[src/rtl/lpe_pkg.sv]
// Shared widths, register indexes and controller/datapath types of the Legendre evaluator.
package lpe_pkg;

	localparam int DEGREE_W = 6;
	localparam int INDEX_W = 12;
	localparam int COUNT_W = 13;
	localparam int RECIP_BITS = 24;

	localparam int DEF_MAX_DEGREE = 63;
	localparam int DEF_MAX_POINTS = 4096;
	localparam int DEF_FRAC_BITS = 16;

	localparam int CFG_IDX_W = 1;
	localparam logic [CFG_IDX_W-1:0] REG_MAX_DEGREE = 1'b0;
	localparam logic [CFG_IDX_W-1:0] REG_POINT_COUNT = 1'b1;

	// Source of the value that goes into the output register.
	typedef enum logic [1:0] {
		SEL_ONE,
		SEL_X,
		SEL_REC
	} lpe_sel_t;

	typedef struct packed {
		logic                load;
		logic                div_step;
		logic                mul_x;
		logic                mul_s;
		logic                mul_r;
		logic                emit;
		logic                shift;
		lpe_sel_t            sel;
		logic [DEGREE_W-1:0] degree;
		logic                last;
	} lpe_cmd_t;

	typedef struct packed {
		logic out_free;
	} lpe_sts_t;

endpackage

[src/rtl/lpe_if.sv]
// Valid/ready channel interfaces for grid point requests and polynomial results.
interface lpe_pt_if
	import lpe_pkg::*;
();
	logic               valid;
	logic               ready;
	logic [INDEX_W-1:0] point_index;

	modport source (output valid, output point_index, input ready);
	modport sink (input valid, input point_index, output ready);
endinterface

interface lpe_res_if
	import lpe_pkg::*;
#(
	parameter int VALUE_W = DEF_FRAC_BITS + 2
) ();
	logic                      valid;
	logic                      ready;
	logic [DEGREE_W-1:0]       degree;
	logic signed [VALUE_W-1:0] value;
	logic                      last;

	modport source (output valid, output degree, output value, output last, input ready);
	modport sink (input valid, input degree, input value, input last, output ready);
endinterface

[src/rtl/lpe_datapath.sv]
// Datapath: serial abscissa divider, recurrence multiply chain and output register.
module lpe_datapath
	import lpe_pkg::*;
#(
	parameter int FRAC_BITS = DEF_FRAC_BITS
) (
	input  logic                          clk,
	input  logic                          arst_n,
	input  lpe_cmd_t                      cmd,
	output lpe_sts_t                      sts,
	input  logic [INDEX_W-1:0]            point_index,
	input  logic [COUNT_W-1:0]            span,
	input  logic                          out_ready,
	output logic                          out_valid,
	output logic [DEGREE_W-1:0]           out_degree,
	output logic signed [FRAC_BITS+1:0]   out_value,
	output logic                          out_last
);

	localparam int VW = FRAC_BITS + 2;
	localparam int PW = 2 * VW;
	localparam int SW = VW + 7;
	localparam int TW = VW + 8;
	localparam int MW = SW + RECIP_BITS + 1;
	localparam int RW = MW - RECIP_BITS;
	localparam int NUM_W = INDEX_W + FRAC_BITS + 3;
	localparam int DW = COUNT_W + 1;
	localparam int TAB_N = 2 ** DEGREE_W;

	localparam logic signed [VW-1:0] ONE_V = VW'(1) << FRAC_BITS;
	localparam logic signed [PW-1:0] PROD_HALF = PW'(1) << (FRAC_BITS - 1);
	localparam logic signed [MW-1:0] REC_HALF = MW'(1) << (RECIP_BITS - 1);
	localparam logic signed [RW-1:0] ONE_R = RW'(1) << FRAC_BITS;

	logic [RECIP_BITS-1:0] rcp_tab [TAB_N];

	for (genvar g = 0; g < TAB_N; g++) begin : g_rcp
		localparam longint unsigned RV =
			((64'd1 << (RECIP_BITS + 1)) / ((g == 0) ? 1 : g) + 1) >> 1;
		assign rcp_tab[g] = RECIP_BITS'(RV);
	end

	logic [NUM_W-1:0]        dnum_q;
	logic [DW-1:0]           drem_q;
	logic [DW-1:0]           dden_q;
	logic signed [VW-1:0]    p1_q;
	logic signed [VW-1:0]    p2_q;
	logic signed [PW-1:0]    prod_s1;
	logic signed [SW-1:0]    t1_s2;
	logic signed [SW-1:0]    t2_s2;
	logic signed [MW-1:0]    m_s3;
	logic                    out_valid_q;
	logic [DEGREE_W-1:0]     out_degree_q;
	logic signed [VW-1:0]    out_value_q;
	logic                    out_last_q;

	logic [COUNT_W-1:0]      idx_c;
	logic [DW:0]             trial;
	logic [DW:0]             diff;
	logic                    ge;
	logic signed [VW-1:0]    xval;
	logic signed [PW-1:0]    prod_r;
	logic signed [VW-1:0]    xp;
	logic signed [7:0]       c1;
	logic signed [7:0]       c2;
	logic signed [VW+7:0]    t1_full;
	logic signed [VW+7:0]    t2_full;
	logic signed [SW-1:0]    s_val;
	logic signed [MW-1:0]    m_r;
	logic signed [RW-1:0]    rec_r;
	logic signed [VW-1:0]    rec_sat;
	logic signed [VW-1:0]    cur;

	always_comb begin
		idx_c = COUNT_W'(point_index);
		if (idx_c > span) begin
			idx_c = span;
		end
	end

	assign trial = {drem_q, dnum_q[NUM_W-1]};
	assign diff = trial - {1'b0, dden_q};
	assign ge = ~diff[DW];

	// The quotient is at most 2^(FRAC_BITS+1), so its low VW bits hold it.
	assign xval = $signed(dnum_q[VW-1:0]) - ONE_V;

	assign prod_r = prod_s1 + PROD_HALF;
	assign xp = VW'(prod_r >>> FRAC_BITS);
	assign c1 = $signed({1'b0, cmd.degree, 1'b0}) - 8'sd1;
	assign c2 = $signed({2'b00, cmd.degree}) - 8'sd1;
	assign t1_full = TW'(c1) * TW'(xp);
	assign t2_full = TW'(c2) * TW'(p2_q);
	assign s_val = t1_s2 - t2_s2;

	assign m_r = m_s3 + REC_HALF;
	assign rec_r = RW'(m_r >>> RECIP_BITS);

	always_comb begin
		if (rec_r > ONE_R) begin
			rec_sat = ONE_V;
		end else if (rec_r < -ONE_R) begin
			rec_sat = -ONE_V;
		end else begin
			rec_sat = VW'(rec_r);
		end
	end

	always_comb begin
		case (cmd.sel)
			SEL_ONE: cur = ONE_V;
			SEL_X:   cur = xval;
			SEL_REC: cur = rec_sat;
			default: cur = ONE_V;
		endcase
	end

	always_ff @(posedge clk) begin
		if (cmd.load) begin
			dnum_q <= (NUM_W'(idx_c) << (FRAC_BITS + 2)) + NUM_W'(span);
			drem_q <= '0;
			dden_q <= {span, 1'b0};
			p1_q <= ONE_V;
			p2_q <= '0;
		end else begin
			if (cmd.div_step) begin
				drem_q <= ge ? diff[DW-1:0] : trial[DW-1:0];
				dnum_q <= {dnum_q[NUM_W-2:0], ge};
			end
			if (cmd.emit && cmd.shift) begin
				p2_q <= p1_q;
				p1_q <= cur;
			end
		end
		if (cmd.mul_x) begin
			prod_s1 <= PW'(xval) * PW'(p1_q);
		end
		if (cmd.mul_s) begin
			t1_s2 <= SW'(t1_full);
			t2_s2 <= SW'(t2_full);
		end
		if (cmd.mul_r) begin
			m_s3 <= MW'(s_val) * MW'($signed({1'b0, rcp_tab[cmd.degree]}));
		end
		if (cmd.emit) begin
			out_degree_q <= cmd.degree;
			out_value_q <= cur;
			out_last_q <= cmd.last;
		end
	end

	always_ff @(posedge clk or negedge arst_n) begin
		if (!arst_n) begin
			out_valid_q <= 1'b0;
		end else if (cmd.emit) begin
			out_valid_q <= 1'b1;
		end else if (out_ready) begin
			out_valid_q <= 1'b0;
		end
	end

	assign sts.out_free = ~out_valid_q | out_ready;
	assign out_valid = out_valid_q;
	assign out_degree = out_degree_q;
	assign out_value = out_value_q;
	assign out_last = out_last_q;

endmodule

[src/rtl/lpe_ctrl.sv]
// Controller: sequences the divider, the per-degree multiply chain and result emission.
module lpe_ctrl
	import lpe_pkg::*;
#(
	parameter int DIV_STEPS = INDEX_W + DEF_FRAC_BITS + 3
) (
	input  logic                clk,
	input  logic                arst_n,
	input  logic                in_valid,
	output logic                in_ready,
	input  logic [DEGREE_W-1:0] n_eff,
	input  lpe_sts_t            sts,
	output lpe_cmd_t            cmd
);

	localparam int CW = $clog2(DIV_STEPS + 1);

	typedef enum logic [2:0] {
		S_IDLE,
		S_DIV,
		S_EMIT,
		S_MULX,
		S_MULS,
		S_MULR
	} state_t;

	state_t              state_q;
	logic [CW-1:0]       cnt_q;
	logic [DEGREE_W-1:0] j_q;
	logic [DEGREE_W-1:0] n_q;

	assign in_ready = (state_q == S_IDLE);

	always_comb begin
		cmd = '0;
		cmd.load = (state_q == S_IDLE) && in_valid;
		cmd.div_step = (state_q == S_DIV);
		cmd.mul_x = (state_q == S_MULX);
		cmd.mul_s = (state_q == S_MULS);
		cmd.mul_r = (state_q == S_MULR);
		cmd.emit = (state_q == S_EMIT) && sts.out_free;
		cmd.shift = (j_q != '0);
		cmd.degree = j_q;
		cmd.last = (j_q == n_q);
		if (j_q == DEGREE_W'(0)) begin
			cmd.sel = SEL_ONE;
		end else if (j_q == DEGREE_W'(1)) begin
			cmd.sel = SEL_X;
		end else begin
			cmd.sel = SEL_REC;
		end
	end

	always_ff @(posedge clk or negedge arst_n) begin
		if (!arst_n) begin
			state_q <= S_IDLE;
			cnt_q <= '0;
			j_q <= '0;
			n_q <= '0;
		end else begin
			case (state_q)
				S_IDLE: begin
					if (in_valid) begin
						n_q <= n_eff;
						j_q <= '0;
						cnt_q <= '0;
						state_q <= S_DIV;
					end
				end
				S_DIV: begin
					cnt_q <= cnt_q + CW'(1);
					if (cnt_q == CW'(DIV_STEPS - 1)) begin
						state_q <= S_EMIT;
					end
				end
				S_EMIT: begin
					if (sts.out_free) begin
						if (j_q == n_q) begin
							state_q <= S_IDLE;
						end else begin
							j_q <= j_q + DEGREE_W'(1);
							state_q <= (j_q == '0) ? S_EMIT : S_MULX;
						end
					end
				end
				S_MULX: state_q <= S_MULS;
				S_MULS: state_q <= S_MULR;
				S_MULR: state_q <= S_EMIT;
				default: state_q <= S_IDLE;
			endcase
		end
	end

	a_emit_free: assert property (@(posedge clk) disable iff (!arst_n)
		cmd.emit |-> sts.out_free)
		else $error("result written while the output register is occupied");

	a_last_ends: assert property (@(posedge clk) disable iff (!arst_n)
		(cmd.emit && cmd.last) |=> (state_q == S_IDLE))
		else $error("sequence did not end after the last degree");

	a_load_div: assert property (@(posedge clk) disable iff (!arst_n)
		cmd.load |=> (state_q == S_DIV && j_q == '0 && cnt_q == '0))
		else $error("accepted point did not start the division");

	a_degree_bound: assert property (@(posedge clk) disable iff (!arst_n)
		(state_q != S_IDLE) |-> (j_q <= n_q))
		else $error("degree counter ran past the highest degree");

endmodule

[src/rtl/legendre_polynomial_evaluator_core.sv]
// Top level of the Legendre polynomial evaluator: configuration registers and unit hookup.
//
// For each accepted grid point index i this block computes x = -1 + 2i/(N-1) on a grid of
// N points and returns P0..Pn at x, one result transaction per degree in rising order, with
// last set on degree n. Values are signed Q1.FRAC_BITS, rounded to nearest and saturated to
// [-1, +1]; higher degrees use Pj = ((2j-1) x Pj-1 - (j-1) Pj-2) / j with a constant table
// of rounded reciprocals 1/j. Register 0 (max_degree, reset 2) sets n and is limited to
// MAX_DEGREE; register 1 (point_count, reset 2) sets N, taken as 2 when below 2 and limited
// to MAX_POINTS. An index at or past the last grid point yields x = +1. Configuration may be
// written only while no point is in progress. The abscissa comes from a restoring divider
// that produces one quotient bit per cycle, and each higher degree then runs through a chain
// of the x*Pj-1 multiply, the coefficient multiplies, the reciprocal multiply and the rounding.
// The next point is accepted once the last result of the current one sits in the output
// register, even if the sink has not taken it yet; stalls on the result side stretch this.
module legendre_polynomial_evaluator_core
	import lpe_pkg::*;
#(
	parameter int MAX_DEGREE = DEF_MAX_DEGREE,
	parameter int MAX_POINTS = DEF_MAX_POINTS,
	parameter int FRAC_BITS = DEF_FRAC_BITS
) (
	input  logic                 clk,
	input  logic                 arst_n,
	input  logic                 cfg_we,
	input  logic [CFG_IDX_W-1:0] cfg_idx,
	input  logic [COUNT_W-1:0]   cfg_wdata,
	lpe_pt_if.sink               pt_in,
	lpe_res_if.source            res_out
);

	localparam int NUM_W = INDEX_W + FRAC_BITS + 3;

	// Software-visible registers, reset to degree 2 on a two-point grid.
	logic [DEGREE_W-1:0] max_degree_q;
	logic [COUNT_W-1:0]  point_count_q;

	logic [DEGREE_W-1:0] n_eff;
	logic [COUNT_W-1:0]  n_pts;
	logic [COUNT_W-1:0]  span;
	lpe_cmd_t            cmd;
	lpe_sts_t            sts;

	always_ff @(posedge clk or negedge arst_n) begin
		if (!arst_n) begin
			max_degree_q <= DEGREE_W'(2);
			point_count_q <= COUNT_W'(2);
		end else if (cfg_we) begin
			case (cfg_idx)
				REG_MAX_DEGREE:  max_degree_q <= cfg_wdata[DEGREE_W-1:0];
				REG_POINT_COUNT: point_count_q <= cfg_wdata;
				default: ;
			endcase
		end
	end

	// Effective degree and grid span after the limits are applied.
	always_comb begin
		if (32'(max_degree_q) > MAX_DEGREE) begin
			n_eff = DEGREE_W'(MAX_DEGREE);
		end else begin
			n_eff = max_degree_q;
		end
		if (point_count_q < COUNT_W'(2)) begin
			n_pts = COUNT_W'(2);
		end else if (32'(point_count_q) > MAX_POINTS) begin
			n_pts = COUNT_W'(MAX_POINTS);
		end else begin
			n_pts = point_count_q;
		end
		span = n_pts - COUNT_W'(1);
	end

	lpe_ctrl #(
		.DIV_STEPS(NUM_W)
	) u_ctrl (
		.clk      (clk),
		.arst_n   (arst_n),
		.in_valid (pt_in.valid),
		.in_ready (pt_in.ready),
		.n_eff    (n_eff),
		.sts      (sts),
		.cmd      (cmd)
	);

	lpe_datapath #(
		.FRAC_BITS(FRAC_BITS)
	) u_datapath (
		.clk         (clk),
		.arst_n      (arst_n),
		.cmd         (cmd),
		.sts         (sts),
		.point_index (pt_in.point_index),
		.span        (span),
		.out_ready   (res_out.ready),
		.out_valid   (res_out.valid),
		.out_degree  (res_out.degree),
		.out_value   (res_out.value),
		.out_last    (res_out.last)
	);

endmodule

[src/flat_wrapper.sv]
// flat-port wrapper written by rule: the top's interface ports become plain ports
module legendre_polynomial_evaluator_core_flat import lpe_pkg::*;
#(
	parameter int MAX_DEGREE = DEF_MAX_DEGREE,
	parameter int MAX_POINTS = DEF_MAX_POINTS,
	parameter int FRAC_BITS = DEF_FRAC_BITS
)
  (clk, arst_n, cfg_we, cfg_idx, cfg_wdata, pt_in_valid, pt_in_point_index, pt_in_ready, res_out_valid, res_out_degree, res_out_value, res_out_last, res_out_ready);
  lpe_pt_if pt_in_i ();
  lpe_res_if #(.VALUE_W((DEF_FRAC_BITS + 2))) res_out_i ();
  input  logic clk;
  input  logic arst_n;
  input  logic cfg_we;
  input  logic [CFG_IDX_W-1:0] cfg_idx;
  input  logic [COUNT_W-1:0] cfg_wdata;
  input wire logic [$bits(pt_in_i.valid)-1:0] pt_in_valid;
  input wire logic [$bits(pt_in_i.point_index)-1:0] pt_in_point_index;
  output wire logic [$bits(pt_in_i.ready)-1:0] pt_in_ready;
  output wire logic [$bits(res_out_i.valid)-1:0] res_out_valid;
  output wire logic [$bits(res_out_i.degree)-1:0] res_out_degree;
  output wire logic [$bits(res_out_i.value)-1:0] res_out_value;
  output wire logic [$bits(res_out_i.last)-1:0] res_out_last;
  input wire logic [$bits(res_out_i.ready)-1:0] res_out_ready;
  assign pt_in_i.valid = pt_in_valid;
  assign pt_in_i.point_index = pt_in_point_index;
  assign pt_in_ready = pt_in_i.ready;
  assign res_out_valid = res_out_i.valid;
  assign res_out_degree = res_out_i.degree;
  assign res_out_value = res_out_i.value;
  assign res_out_last = res_out_i.last;
  assign res_out_i.ready = res_out_ready;
  legendre_polynomial_evaluator_core #(.MAX_DEGREE(MAX_DEGREE), .MAX_POINTS(MAX_POINTS), .FRAC_BITS(FRAC_BITS)) u_core (.clk(clk), .arst_n(arst_n), .cfg_we(cfg_we), .cfg_idx(cfg_idx), .cfg_wdata(cfg_wdata), .pt_in(pt_in_i), .res_out(res_out_i));
endmodule
[config.mk]
export PLATFORM = sky130hd
export DESIGN_NAME = legendre_polynomial_evaluator_core_flat
export DESIGN_NICKNAME = d
export VERILOG_FILES = /design/src/rtl/lpe_pkg.sv /design/src/rtl/lpe_if.sv /design/src/rtl/lpe_datapath.sv /design/src/rtl/lpe_ctrl.sv /design/src/rtl/legendre_polynomial_evaluator_core.sv /design/src/flat_wrapper.sv
export SDC_FILE = /design/constraint.sdc
export NUM_CORES = 2
export LEC_CHECK = 0
export ABC_AREA = 1
export BUFFER_PORTS_ARGS = -buffer_cell sky130_fd_sc_hd__buf_2
export CAP_MARGIN = 40
export CORE_AREA = 3 3 316 629
export DETAILED_ROUTE_END_ITERATION = 7
export DIE_AREA = 0 0 319 632
export HOLD_SLACK_MARGIN = 0.08
export PLACE_DENSITY = 0.49
export SYNTH_ARGS = -nofsm -noshare
export SYNTH_HDL_FRONTEND = slang
export SYNTH_HIERARCHICAL = 1
export SYNTH_SLANG_ARGS = --single-unit
[constraint.sdc]
create_clock -name clk -period 19.26 [get_ports clk]
set_clock_uncertainty 0.05 [all_clocks]
set_input_delay 3.852 -clock clk [delete_from_list [all_inputs] [get_ports clk]]
set_output_delay 3.852 -clock clk [all_outputs]
set_load 0.05 [all_outputs]
# Yosys cells after proc, flatten, opt, wreduce, memory -nomap -nowiden

Memories as Yosys holds them, arrays and structs flattened.
Index checks and enable logic that the tools add are counted.

Bitwise logic cells: 5
Reductions and logical operators: 16
Add/sub/neg operators: 11
Multiply operators: 4
$lt $le $gt $ge: 6
Multiplexer cells: 27
Equal/unequal tests: 14

Operators by type and width:

| operator                                                                          | count |
|---|---|
| 31-bit 2-to-1 mux                                                                 | 2 |
| 50-bit by 25-bit adder with 50-bit output, second input constant                  | 1 |
| 25-bit by 25-bit multiplier with 50-bit output                                    | 1 |
| 24-bit 2-to-1 mux                                                                 | 2 |
| 13-bit 2-to-1 mux                                                                 | 3 |
| 18-bit 2-to-1 mux                                                                 | 2 |
| 18-bit one-hot mux with 2 select lines                                            | 1 |
| 34-bit by 17-bit adder with 34-bit output, second input constant                  | 1 |
| 18-bit by 18-bit multiplier with 34-bit output                                    | 1 |
| 31-bit by 13-bit adder with 31-bit output                                         | 1 |
| 26-bit by 18-bit greater-than comparator with 1-bit output, second input constant | 1 |
| 26-bit by 17-bit < comparator with 1-bit output, second input constant            | 1 |
| 7-bit by 18-bit multiplier with 25-bit output                                     | 1 |
| 8-bit by 18-bit multiplier with 25-bit output                                     | 1 |
| 25-bit subtractor                                                                 | 1 |
| 6-bit 2-to-1 mux                                                                  | 3 |
| 3-bit one-hot mux with 6 select lines                                             | 1 |
| 18-bit subtractor, second input constant                                          | 1 |
| 15-bit by 14-bit subtractor with 15-bit output                                    | 1 |
| 14-bit 2-to-1 mux                                                                 | 1 |
| 12-bit by 13-bit greater-than comparator with 1-bit output                        | 1 |
| 13-bit greater-than comparator, second input constant                             | 1 |
| 13-bit by 2-bit < comparator with 1-bit output, second input constant             | 1 |
| 13-bit by 1-bit subtractor with 13-bit output, second input constant              | 1 |
| other kinds (31)                                                                  | 52 |

ROM bits: 1,536
Output and inout bits: 27
Register bits after elaboration: 293
Memories kept: 1
Word-level logic and storage cells: 103

Memory list:

| memory           | depth | bits a word | read ports | clocked after Yosys merged registers in | write ports | RTL line            | text |
|---|---|---|---|---|---|---|---|
| (name not given) | 64    | 24          | 1          | 0                                       | 0           | lpe_datapath.sv:143 | `m_s3 <= MW'(s_val) * MW'($signed({1'b0, rcp_tab[cmd.degree]}));` |

# Logic depth before layout (Yosys ltp)

Depth after elaboration: 8
Mapped depth: 43
Depth with buffers taken out: 42

# Cells and area by module

Netlist, hierarchy kept.

Modules (own cells, without submodules):

| module                             | times used | cells each | sequential area each (µm²) | area each (µm²) |
|---|---|---|---|---|
| lpe_datapath                       | 1          | 6,717      | 5,980.7                    | 55,665.9 |
| lpe_ctrl                           | 1          | 174        | 500.5                      | 1,287.5 |
| legendre_polynomial_evaluator_core | 1          | 155        | 478.0                      | 1,118.6 |

# Least setup slack after synthesis

Ideal clock, no wire load.

Path type: flip-flop to flip-flop
Start point: reg u_core.u_ctrl.j_q[0]
End point: reg u_core.u_datapath.m_s3[48], data pin
Path slack: 11.097 ns
Setup time: 0.258 ns
Required time: 18.952 ns
Data arrival time: 7.855 ns
Path buffers: 1
Cell stages (with the launch flop): 36
Cell sequence: dfrtp_1 -> inv_2 -> ha_1 -> inv_1 -> nand2_1 -> inv_1 -> nor2_1 -> o21ai_0 -> nor2_2 -> inv_1 -> nor2_1 -> inv_1 -> fa_1 -> fa_1 -> inv_1 -> fa_1 -> buf_1 -> xnor2_1 -> xor2_1 -> fa_1 -> fa_1 -> inv_1 -> fa_1 -> inv_1 -> ha_1 -> nand2_1 -> nor2_1 -> inv_1 -> nor2_1 -> nand2_1 -> nor4_1 -> nand2_1 -> o211ai_1 -> nand2_1 -> nand2_1 -> xor2_1

Word-level cells in the longest chain between the ends: 5

RTL lines:

| what                                                   | RTL line            | text |
|---|---|---|
| from (decl)                                            | lpe_ctrl.sv:29      | `logic [DEGREE_W-1:0] j_q;` |
| from (signal assigned)                                 | lpe_ctrl.sv:81      | `j_q <= j_q + DEGREE_W'(1);` |
| 6-bit inverter with 7-bit output (implied by the code) | lpe_datapath.sv:143 |  |
| memory read 64 x 24 bit                                | n/a                 |  |
| 24-bit 2-to-1 mux (implied by the code) (2 in a row)   | lpe_datapath.sv:143 |  |
| 25-bit by 25-bit multiplier with 50-bit output         | lpe_datapath.sv:143 |  |
| to (signal assigned)                                   | lpe_datapath.sv:143 |  |
| to (decl)                                              | lpe_datapath.sv:51  | `logic signed [MW-1:0] m_s3;` |

No other way between the ends. The select of a mux whose other input is x is not followed.
A chain may end at the register's enable or synchronous reset.

# Worst setup path after layout

Start point: reg u_core.u_ctrl.j_q[1]
End point: reg u_core.u_datapath.m_s3[47], data pin

Same word-level chain as after synthesis.

==> reports/metrics.yaml <==
outcome: "finished clean"
fillers: 20700
period_needed_ps: 10460
wl_per_cell_um: 24.1
nNetsFinal: 8593
pin_count: 58
numCtsBuffers: 28
final_common_cell: "inv_1"
ys_ff_latch: 255
layout-drive-gt1-share_pct: 6.50
post-route-period-util_pct: 54.3
initial_core_util_pct: 29.8
cts_tree: "yes"
path_clk_slew_ps: 80
die_h_um: 632
routed_wl_um: 231000
synthCells: 7046
ys_top_cells_by_area: "fa_1, inv_1, nand2_1"
cp_data_arrival_time_ps: 10800
end_kind: "flip-flop"
grt_pass1_wl_um: 338000
syn_avg_cell_area_um2: 8.24
cts_root_buf: "clkbuf_16"
synth-edff-count: 165
drc: 0
dr.first_iter.drc_count: 2350
vias_per_cell: 4.88
max_stage_delay_ps: 1110
place.gp.congestion: 0.992
ys_warn_count: 6
crit_type: "reg -> reg"
fmax_ghz: 0.0956
setup_viol: 0
slowest_stage: "fa_1"
final_cell_mix: "inv_1, nand2_1, fa_1"
syn_area_um2: 58100
ctsHoldBuffers: 0
synth.largest_area_cell: "fa_1"
hpwlAfterDp_um: 195000
rows: 229
cts_setup_buffers: 0
hold_viol_final: 0
path_max_fanout: 35
ys_seq_area_share_pct: 12.0
rsz0062_at_grt: "no"
maxCapViolCount: 0
ys.flop_type: "edfxtp_1"
ys_types: 79
utilization_pct: 32.2
fin_setup_tns_ps: 0
worst_pin_slew_ps: 909
grt_max_degree: 81
track_usage_pct: 23.2
hp-class: "reg -> reg"
vias: 46800
ctsResizeCount: 0
async_reset_ff_share_pct: 15.7
synth_nets: 8616
cts_buffer_depth: 3
finalMaxSlewViolations: 0
drt-pass1-iter-count: 6
cts.sinks: 255
ant_nets: 0
startpoint_type: "flip-flop"
crit_required_ps: 19600
grt.overflow.total: 0
h-tree-depth: 1
io_buffers: 57
core_um2: 195000
die-area_um2: 202000
synth_top_area_share_pct: 39.5
syn_to_final_growth_pct: 7.95
worstSkewPairLatency_ps: 660
antenna_found_initial: 6
grt_pass1_vias: 52800
slew_headroom_pct: 38.8
die_x_um: 319
crit_top_cell: "inv_1"
-- worst paths after layout --
path / startpoint / end / slack [ps] / cells past startpoint
min in group asynchronous: arst_n / u_core/u_datapath/out_valid$_DFFE_PN0P_ / 3130 / 1
worst min register to register: u_core/u_datapath/dnum_q[30]$_DFFE_PP_ / u_core/u_datapath/drem_q[0]$_SDFFE_PP0P_ / 430 / 2
max in group asynchronous: arst_n / u_core/point_count_q[1]$_DFFE_PN1P_ / 15430 / 2
worst max register to register: u_core/u_ctrl/j_q[1]$_DFFE_PN0P_ / u_core/u_datapath/m_s3[47]$_DFFE_PP_ / 8800 / 34
worst min-delay path: u_core/u_datapath/dnum_q[30]$_DFFE_PP_ / u_core/u_datapath/drem_q[0]$_SDFFE_PP0P_ / 430 / 2
worst max-delay path: u_core/u_ctrl/j_q[1]$_DFFE_PN0P_ / u_core/u_datapath/m_s3[47]$_DFFE_PP_ / 8800 / 34
-- critical path, delay by kind of cell (launching register included) --
family / cells / cell delay (ps)
DFF: 1 / 640
AOI/OAI and AO/OA: 6 / 1020
adders and majority gates: 8 / 4490
buffers and inverters: 11 / 2190
xor gates and xnor gates: 2 / 390
and+or+nand+nor: 7 / 1380
-- cell families (layout without fill, tap and decap cells) --
| logic type | count (synthesis) | after routing | synth area share (%) |
|---|---|---|---|
| buffers and inverters | 1981 | 1980 | 13.1 |
| DFF | 255 | 255 | 12.0 |
| AOI/OAI and AO/OA | 622 | 622 | 6.16 |
| and+or+nand+nor | 2453 | 2453 | 17.7 |
| muxes | 5 | 5 | 0.0969 |
| adders and majority gates | 1539 | 1539 | 48.0 |
| xor gates and xnor gates | 191 | 191 | 2.97 |
| other | 0 | 6 | 0 |
-- synthesized netlist by cell type (all sizes together) (8+ instances only) --
cell type	number
clkinv	16
edfxtp	165
a21oi	247
a21o	20
nand2	1426
o211ai	26
o21a	13
o21ai	233
clkbuf	140
o22ai	8
a31oi	22
xnor2	67
or2	22
dfxtp	50
buf	86
dfrtp	38
nor3	28
nand3	200
ha	394
nor2	715
inv	1739
nand4	35
xor2	124
fa	1145
nor4	14
o21bai	12
-- area by class of cell --
type                            instances  area (µm²)  share of cell area (%)
Antenna cell                            6        15.0                  0.0240
Clock buffer                           32         736                    1.17
Sequential cell                       255        6960                    11.1
Timing Repair Buffer                  173        1440                    2.29
Multi-Input combinational cell       4810       43600                    69.5
Inverter                             1755        6600                    10.5
Clock inverter                         20         174                   0.277
Tap cell                             2541        3180                    5.07
-- flip-flops by register name, indices dropped and copies added, names as in the netlist, 13 cells and up --
signal and cells:
u_core/u_datapath/dnum_q 31, u_core/u_datapath/m_s3 27, u_core/u_datapath/t1_s2 25, u_core/u_datapath/t2_s2 25
u_core/u_datapath/prod_s1 19, u_core/u_datapath/out_value 18, u_core/u_datapath/p1_q 18, u_core/u_datapath/p2_q 18
u_core/u_datapath/drem_q 14, u_core/point_count_q 13, u_core/u_datapath/dden_q 13
-- per-layer routing --
| layer | up-vias | share of wire, % | track usage (%) |
|---|---|---|---|
| li1 | 20900 | - | - |
| met1 | 23600 | 27 | 18.2 |
| met2 | 1459 | 57 | 47.1 |
| met3 | 855 | 3.5 | 2.61 |
| met4 | 2 | 13 | 22.7 |
| met5 | - | 0.0074 | 0 |
-- per-stage QoR --
stage / setup WS, ps / instances / hold WS (ps) / area, µm²
6_report: 8800 / 9592 / 434 / 62700
5_1_grt: 8150 / 9587 / 469 / 62700
2_1_floorplan: 11100 / 7046 / 372 / 58100
3_5_place_dp: 8820 / 9531 / 398 / 61700
4_1_cts: 8760 / 9583 / 434 / 62700
3_3_place_gp: 8940 / 9509 / 388 / 61300
Power is left out: the tool's default activity adds up to more than one toggle a clock period on the data nets, which glitch-free logic cannot reach.
